===== src/rtl/core/ptnp_pkg.sv =====
// ----------------------------------------------------------------------------
// ptnp_pkg
// Control word format and microprogram of the prime test / next prime core.
// ----------------------------------------------------------------------------
package ptnp_pkg;

  typedef logic [3:0] pc_t;

  typedef enum logic [3:0] {
    OP_NOP,
    OP_INIT_D,
    OP_DIV_D,
    OP_DIV_D2,
    OP_STEP_D,
    OP_MARK_COMP,
    OP_MARK_PRIME,
    OP_VERDICT,
    OP_INC,
    OP_SET_OVF,
    OP_EMIT
  } op_e;

  typedef enum logic [3:0] {
    C_NEVER,
    C_ALWAYS,
    C_LE3,
    C_EVEN,
    C_MOD3,
    C_DIV_BUSY,
    C_REM0,
    C_REM_NZ,
    C_SQ_GT,
    C_FOUND,
    C_NOT_TOP,
    C_OUT_BUSY
  } cond_e;

  typedef struct packed {
    op_e   op;
    cond_e cond;
    pc_t   target;
  } ctrl_t;

  localparam pc_t STEP_IDLE  = 4'd0;
  localparam pc_t STEP_SMALL = 4'd1;
  localparam pc_t STEP_EVEN  = 4'd2;
  localparam pc_t STEP_MOD3  = 4'd3;
  localparam pc_t STEP_INIT  = 4'd4;
  localparam pc_t STEP_LOOP  = 4'd5;
  localparam pc_t STEP_WD    = 4'd6;
  localparam pc_t STEP_CD    = 4'd7;
  localparam pc_t STEP_WD2   = 4'd8;
  localparam pc_t STEP_CD2   = 4'd9;
  localparam pc_t STEP_COMP  = 4'd10;
  localparam pc_t STEP_PRIME = 4'd11;
  localparam pc_t STEP_NEXT  = 4'd12;
  localparam pc_t STEP_INC   = 4'd13;
  localparam pc_t STEP_OVF   = 4'd14;
  localparam pc_t STEP_DONE  = 4'd15;

  // Jump to target when cond holds, else fall through to the next step.
  // The last step falls through to step 0 (idle).
  function automatic ctrl_t ucode(input pc_t pc);
    ctrl_t w;
    unique case (pc)
      STEP_IDLE:  w = '{OP_NOP,        C_ALWAYS,   STEP_IDLE};
      STEP_SMALL: w = '{OP_NOP,        C_LE3,      STEP_PRIME};
      STEP_EVEN:  w = '{OP_NOP,        C_EVEN,     STEP_COMP};
      STEP_MOD3:  w = '{OP_NOP,        C_MOD3,     STEP_COMP};
      STEP_INIT:  w = '{OP_INIT_D,     C_NEVER,    STEP_IDLE};
      STEP_LOOP:  w = '{OP_DIV_D,      C_SQ_GT,    STEP_PRIME};
      STEP_WD:    w = '{OP_NOP,        C_DIV_BUSY, STEP_WD};
      STEP_CD:    w = '{OP_DIV_D2,     C_REM0,     STEP_COMP};
      STEP_WD2:   w = '{OP_NOP,        C_DIV_BUSY, STEP_WD2};
      STEP_CD2:   w = '{OP_STEP_D,     C_REM_NZ,   STEP_LOOP};
      STEP_COMP:  w = '{OP_MARK_COMP,  C_ALWAYS,   STEP_NEXT};
      STEP_PRIME: w = '{OP_MARK_PRIME, C_NEVER,    STEP_IDLE};
      STEP_NEXT:  w = '{OP_VERDICT,    C_FOUND,    STEP_DONE};
      STEP_INC:   w = '{OP_INC,        C_NOT_TOP,  STEP_SMALL};
      STEP_OVF:   w = '{OP_SET_OVF,    C_NEVER,    STEP_IDLE};
      STEP_DONE:  w = '{OP_EMIT,       C_OUT_BUSY, STEP_DONE};
      default:    w = '{OP_NOP,        C_ALWAYS,   STEP_IDLE};
    endcase
    return w;
  endfunction

endpackage


===== src/rtl/core/prime_test_and_next_prime_core.sv =====
// ----------------------------------------------------------------------------
// prime_test_and_next_prime_core
// Trial-division prime test of the input and search for the next prime above.
// ----------------------------------------------------------------------------
// Input channel: in_valid_i / in_ready_o with number_in_i (two's complement).
// Output channel: out_valid_o / out_ready_i with input_is_prime_o,
// next_larger_prime_o and search_overflow_o; one result per input transfer.
// Control is a 16-step microprogram (ptnp_pkg::ucode) over one shared
// restoring remainder unit that retires one bit per cycle; the sequencer
// waits in a polling step until each trial modulo is done. The
// checks for 2 and 3 take three steps (mod 3 is a digit-sum compare), and
// each divisor pair 6k-1/6k+1 is tried with two modulos in turn; the
// search repeats the test for each candidate until a prime is found or
// the top of the range is reached. Inputs at most 1 (or negative) go
// straight to the final step. Latency is data dependent; one item is
// processed at a time.
// in_ready_o is high only while the sequencer is idle. The result goes to
// an output register, so the next item is accepted while a result waits;
// a stalled receiver holds the block at its final step only when a second
// result is ready. Reset returns the sequencer to idle and drops
// out_valid_o; no results are held across reset.
// ----------------------------------------------------------------------------
module prime_test_and_next_prime_core
  import ptnp_pkg::*;
#(
  parameter int NUMBER_WIDTH = 32
) (
  input  logic                      clk_i,
  input  logic                      rst_ni,
  input  logic                      in_valid_i,
  output logic                      in_ready_o,
  input  logic [NUMBER_WIDTH-1:0]   number_in_i,
  output logic                      out_valid_o,
  input  logic                      out_ready_i,
  output logic                      input_is_prime_o,
  output logic [NUMBER_WIDTH-2:0]   next_larger_prime_o,
  output logic                      search_overflow_o
);

  localparam int CW   = NUMBER_WIDTH - 1;
  localparam int SQW  = 2 * NUMBER_WIDTH;
  localparam int CNTW = $clog2(NUMBER_WIDTH);
  localparam int ND   = (CW + 1) / 2;
  localparam int DSW  = $clog2(3 * ND + 1);

  // 4 = 1 mod 3, so the sum of base-4 digits keeps the residue
  function automatic logic mult_of_three(input logic [CW-1:0] v);
    logic [2*ND-1:0] pad;
    logic [DSW-1:0]  sum;
    logic            hit;
    pad = (2*ND)'(v);
    sum = '0;
    hit = 1'b0;
    for (int i = 0; i < ND; i++) begin
      sum = sum + DSW'(pad[2*i +: 2]);
    end
    for (int k = 0; k <= 3 * ND; k += 3) begin
      if (sum == DSW'(k)) hit = 1'b1;
    end
    return hit;
  endfunction

  pc_t   pc_q, pc_d;
  ctrl_t ctrl;
  logic  cond_ok;
  logic  in_xfer, out_free, trivial;

  logic [CW-1:0]   cand_q, d_q, divisor_q, shift_q, rem_q;
  logic [SQW-1:0]  sq_q;
  logic [CNTW-1:0] cnt_q;
  logic            first_q, verdict_q, is_prime_q, ovf_q;
  logic            out_valid_q;
  logic            out_prime_q, out_ovf_q;
  logic [CW-1:0]   out_next_q;

  logic            div_busy, div_start;
  logic [CW:0]     div_t, div_sub;
  logic            div_ge;

  assign ctrl       = ucode(pc_q);
  assign in_ready_o = (pc_q == STEP_IDLE);
  assign in_xfer    = in_valid_i & in_ready_o;
  assign out_free   = ~out_valid_q | out_ready_i;
  assign trivial    = number_in_i[NUMBER_WIDTH-1] | (number_in_i[CW-1:0] <= CW'(1));

  assign div_busy  = (cnt_q != '0);
  assign div_start = (ctrl.op == OP_DIV_D) | (ctrl.op == OP_DIV_D2);
  assign div_t     = {rem_q, shift_q[CW-1]};
  assign div_ge    = (div_t >= {1'b0, divisor_q});
  assign div_sub   = div_t - {1'b0, divisor_q};

  always_comb begin
    case (ctrl.cond)
      C_NEVER:    cond_ok = 1'b0;
      C_ALWAYS:   cond_ok = 1'b1;
      C_LE3:      cond_ok = (cand_q <= CW'(3));
      C_EVEN:     cond_ok = ~cand_q[0];
      C_MOD3:     cond_ok = mult_of_three(cand_q);
      C_DIV_BUSY: cond_ok = div_busy;
      C_REM0:     cond_ok = (rem_q == '0);
      C_REM_NZ:   cond_ok = (rem_q != '0);
      C_SQ_GT:    cond_ok = (sq_q > SQW'(cand_q));
      C_FOUND:    cond_ok = ~first_q & verdict_q;
      C_NOT_TOP:  cond_ok = (cand_q != '1);
      C_OUT_BUSY: cond_ok = ~out_free;
      default:    cond_ok = 1'b0;
    endcase
  end

  always_comb begin
    if (in_xfer) begin
      pc_d = trivial ? STEP_DONE : STEP_SMALL;
    end else if (cond_ok) begin
      pc_d = ctrl.target;
    end else begin
      pc_d = pc_q + 4'd1;
    end
  end

  // sequencer, remainder counter and output handshake
  always_ff @(posedge clk_i or negedge rst_ni) begin
    if (!rst_ni) begin
      pc_q        <= STEP_IDLE;
      cnt_q       <= '0;
      out_valid_q <= 1'b0;
    end else begin
      pc_q <= pc_d;
      if (div_start) begin
        cnt_q <= CNTW'(CW);
      end else if (div_busy) begin
        cnt_q <= cnt_q - CNTW'(1);
      end
      if (ctrl.op == OP_EMIT && out_free) begin
        out_valid_q <= 1'b1;
      end else if (out_ready_i) begin
        out_valid_q <= 1'b0;
      end
    end
  end

  // datapath
  always_ff @(posedge clk_i) begin
    if (in_xfer) begin
      first_q    <= 1'b1;
      ovf_q      <= 1'b0;
      is_prime_q <= 1'b0;
      cand_q     <= trivial ? CW'(2) : number_in_i[CW-1:0];
    end
    if (div_start) begin
      rem_q     <= '0;
      shift_q   <= cand_q;
      divisor_q <= (ctrl.op == OP_DIV_D) ? d_q : d_q + CW'(2);
    end else if (div_busy) begin
      rem_q   <= div_ge ? div_sub[CW-1:0] : div_t[CW-1:0];
      shift_q <= {shift_q[CW-2:0], 1'b0};
    end
    case (ctrl.op)
      OP_INIT_D: begin
        d_q  <= CW'(5);
        sq_q <= SQW'(25);
      end
      OP_STEP_D: begin
        d_q  <= d_q + CW'(6);
        sq_q <= sq_q + (SQW'(d_q) << 3) + (SQW'(d_q) << 2) + SQW'(36);
      end
      OP_MARK_COMP:  verdict_q <= 1'b0;
      OP_MARK_PRIME: verdict_q <= 1'b1;
      OP_VERDICT: begin
        if (first_q) begin
          is_prime_q <= verdict_q;
        end
      end
      OP_INC: begin
        cand_q  <= cand_q + CW'(1);
        first_q <= 1'b0;
      end
      OP_SET_OVF: ovf_q <= 1'b1;
      OP_EMIT: begin
        if (out_free) begin
          out_prime_q <= is_prime_q;
          out_ovf_q   <= ovf_q;
          out_next_q  <= ovf_q ? '0 : cand_q;
        end
      end
      default: ;
    endcase
  end

  assign out_valid_o         = out_valid_q;
  assign input_is_prime_o    = out_prime_q;
  assign next_larger_prime_o = out_next_q;
  assign search_overflow_o   = out_ovf_q;

endmodule


===== config.mk =====
export PLATFORM = sky130hd
export DESIGN_NAME = prime_test_and_next_prime_core
export DESIGN_NICKNAME = d
export VERILOG_FILES = /design/src/rtl/core/ptnp_pkg.sv /design/src/rtl/core/prime_test_and_next_prime_core.sv
export SDC_FILE = /design/constraint.sdc
export NUM_CORES = 1
export LEC_CHECK = 0
export ABC_AREA = 1
export CAP_MARGIN = 20
export CORE_ASPECT_RATIO = 1.1
export CORE_MARGIN = 1
export CORE_UTILIZATION = 55
export DETAILED_ROUTE_END_ITERATION = 7
export DONT_BUFFER_PORTS = 1
export PLACE_DENSITY = 0.8
export SLEW_MARGIN = 20
export SYNTH_ARGS = -nofsm -noshare
export SYNTH_HDL_FRONTEND = slang
export SYNTH_SLANG_ARGS = --single-unit

===== constraint.sdc =====
create_clock -name clk_i -period 9.13 [get_ports clk_i]
set_input_delay 0.4565 -clock clk_i [delete_from_list [all_inputs] [get_ports clk_i]]
set_output_delay 0.4565 -clock clk_i [all_outputs]
set_load 0.02 [all_outputs]

==> flow_summary.ini <==
[run_status]
status = finished, final reports clean

[global_routing]
grt_usage_pct = 29.5
antenna_found_initial = 0
grt_pass1_vias = 16200
grt_start_max_net_pins = 73
grt_pass1_wl_um = 85800
overflow = 0

[yosys]
syn_avg_cell_area_um2 = 8.32
seq_area_frac_synth_pct = 37.7
syn_inst = 2377
ys_top_cells_by_area = edfxtp_1 (33%), ha_1 (11%), nand2_1 (8.6%)
synth_area_um2 = 19800
synth.largest_area_cell = edfxtp_1
synth.distinct_cells = 65
synth_nets = 2640
synth_ff_type = edfxtp_1
synth_edf_count = 217
ys_ff_latch = 261
yosysTopAreaCellShare_pct = 33.0
yosysWarningCount = 0
async_reset_ff_share_pct = 3.83

[worst_setup_path]
crit_required_ns = 9.60
critPathMostFrequentCell = fa_1
cp_max_fo = 7
slowest_stage = fa_1
cp-start-kind = flop
path_class = reg -> reg
endpoint_kind = flop
r2r_cells = 25
arrival_ns = 6.10
r2r_start = cand_q[10]
critPathTopFamily = adder cells
worst_r2r_endpoint = pc_q[2]
max_stage_delay_ns = 0.54
crit_buf_inv = 5
ff2ff_setup_slack_ns = 3.50

[min_path]
worstHoldPathCells = 2
holdPathEnd = cand_q[6]
hold_class = in -> reg
hold_start = number_in_i[6]

[placed_design]
pre_cts_ws_ns = 3.57
placed_cell_area_um2 = 20300
port_buffers = 0
gp_congestion = 0.969
place_hpwl_um = 41100
dpl.cell_count = 2829

[final_layout]
final_cells = 2886
seqCellArea_um2 = 7450
final_layout_size_suffix_gt1_share_pct = 5.90
final_area_um2 = 21400
n_fill_cell = 3117
multi_input_area_um2 = 10900
n_antenna_cell = 0
area_growth_pct = 8.15
nets = 2644
layout_common_cells = nand2_1 (455), inv_1 (305), nor2_1 (262)
final_common_cell = nand2_1

[floorplan]
die_area_um2 = 36700
start_util_pct = 56.0
core_um2 = 35300
die_height_um = 201
io-pin-count = 71
die_w_um = 183
fp-row-count = 72

[sta]
final.setup.tns_ns = 0
hold_viol_final = 0
setup_viol = 0
fmax_ghz = 0.178
finClkSkew_ns = 0.0267
period_minus_slack_ns = 5.63
worstMarginPinSlew_ns = 1.02
timing.slew.headroom_pct = 31.6
post-route-period-util_pct = 61.6
rsz0062_at_grt = false
finalWorstSetupSlack_ns = 3.50
drv_slew = 0

[route]
vias = 16500
wl_per_cell_um = 18.5
drc = 0
drt_iter0_markers = 1425
drtPass1Iterations = 6
viasPerCell = 5.70
antenna_left = 0
wl_um = 53300

[clocking]
insertion_delay_ns = 0.59
cts_buffers = 30
cts.sinks = 261
htreeDepth = 1
cts_resized = 0
clk_pin_slew_worst_paths_ns = 0.06
clk_path_buf_depth = 3
clock-root-buffer = clkbuf_16
cts_tree = done

[flow_run]
maxCapViolCount = 0
-- cell type report --
class / instances / share of cell area, %
inverter: 323 / 5.67
clock inverter: 20 / 1.16
clock buffer: 36 / 3.96
multi-input combinational: 1753 / 51.1
tap: 481 / 2.81
timing repair buffer: 12 / 0.433
sequential: 261 / 34.8
-- how the worst max path moves through the flow --
stage | start | end | slack (ns) | depth (start not counted)
finish | cand_q[10] | pc_q[2] | 3.50 | 25
global placement | cand_q[10] | pc_q[2] | 3.79 | 25
floorplan | pc_q[0] | d_q[10] | 0.79 | 8
global route | cand_q[10] | pc_q[2] | 3.23 | 25
detailed placement | cand_q[10] | pc_q[2] | 3.57 | 25
CTS | cand_q[10] | pc_q[2] | 3.55 | 25
-- stage by stage --
| step | hold WS, ns | util [%] |
|---|---|---|
| after floorplan | 0.161 | - |
| after global placement | 0.161 | 57.4 |
| after detailed placement | 0.161 | 57.4 |
| after CTS | 0.0438 | 60.5 |
| after global routing | 0.0535 | 60.5 |
| final | 0.0636 | 60.5 |
-- sequential cells by signal, summed over array words and instances (netlist names), 4 cells and up --
register             count
cand_q                  31
cnt_q                    5
d_q                     30
divisor_q               30
next_larger_prime_o     31
pc_q                     4
rem_q                   31
shift_q                 31
sq_q                    61
-- what timing repair did --
action                                 CTS  global route
buffers inserted                         0             0
hold buffers                             1             0
endpoints found under the hold margin   10             0
-- synthesized netlist by cell type (10+ instances only) --
master and n:
o21ai_1 28, nand3_1 92, nand4_1 41, nand2_1 455, o21ai_0 136, inv_1 305
ha_1 171, clkbuf_1 17, a31oi_1 19, nor3_1 48, edfxtp_1 217, nor2_2 11
a21o_1 16, xor2_1 53, a21oi_1 177, nor4_1 24, buf_2 19, o21a_1 19
fa_1 56, inv_2 16, dfxtp_1 34, dfrtp_1 10, nor2_1 263, xnor2_1 30
-- cell families (layout without fill, tap and decap cells) --
kind of cell	Yosys count	count (layout)	synth area share, %
and+or+nand+nor	987	987	21.9
AOI/OAI and AO/OA	456	456	13.1
buffers and inverters	363	391	7.11
DFF	261	261	37.7
adders and majority gates	227	227	16.5
xor gates and xnor gates	83	83	3.68
-- routing by layer --
layer / vias up / GRT usage, % / wire length, um / share of wire (%)
li1: 8065 / - / - / -
met5: - / 0 / 0 / 0
met2: 610 / 49.7 / 25800 / 48
met3: 99 / 3.43 / 3440 / 6.5
met1: 7677 / 39.3 / 22300 / 42
met4: 0 / 10.2 / 1730 / 3.2
Power is not shown: default switching activity piles up to over one toggle a cycle in this logic, so the estimate is an artifact.
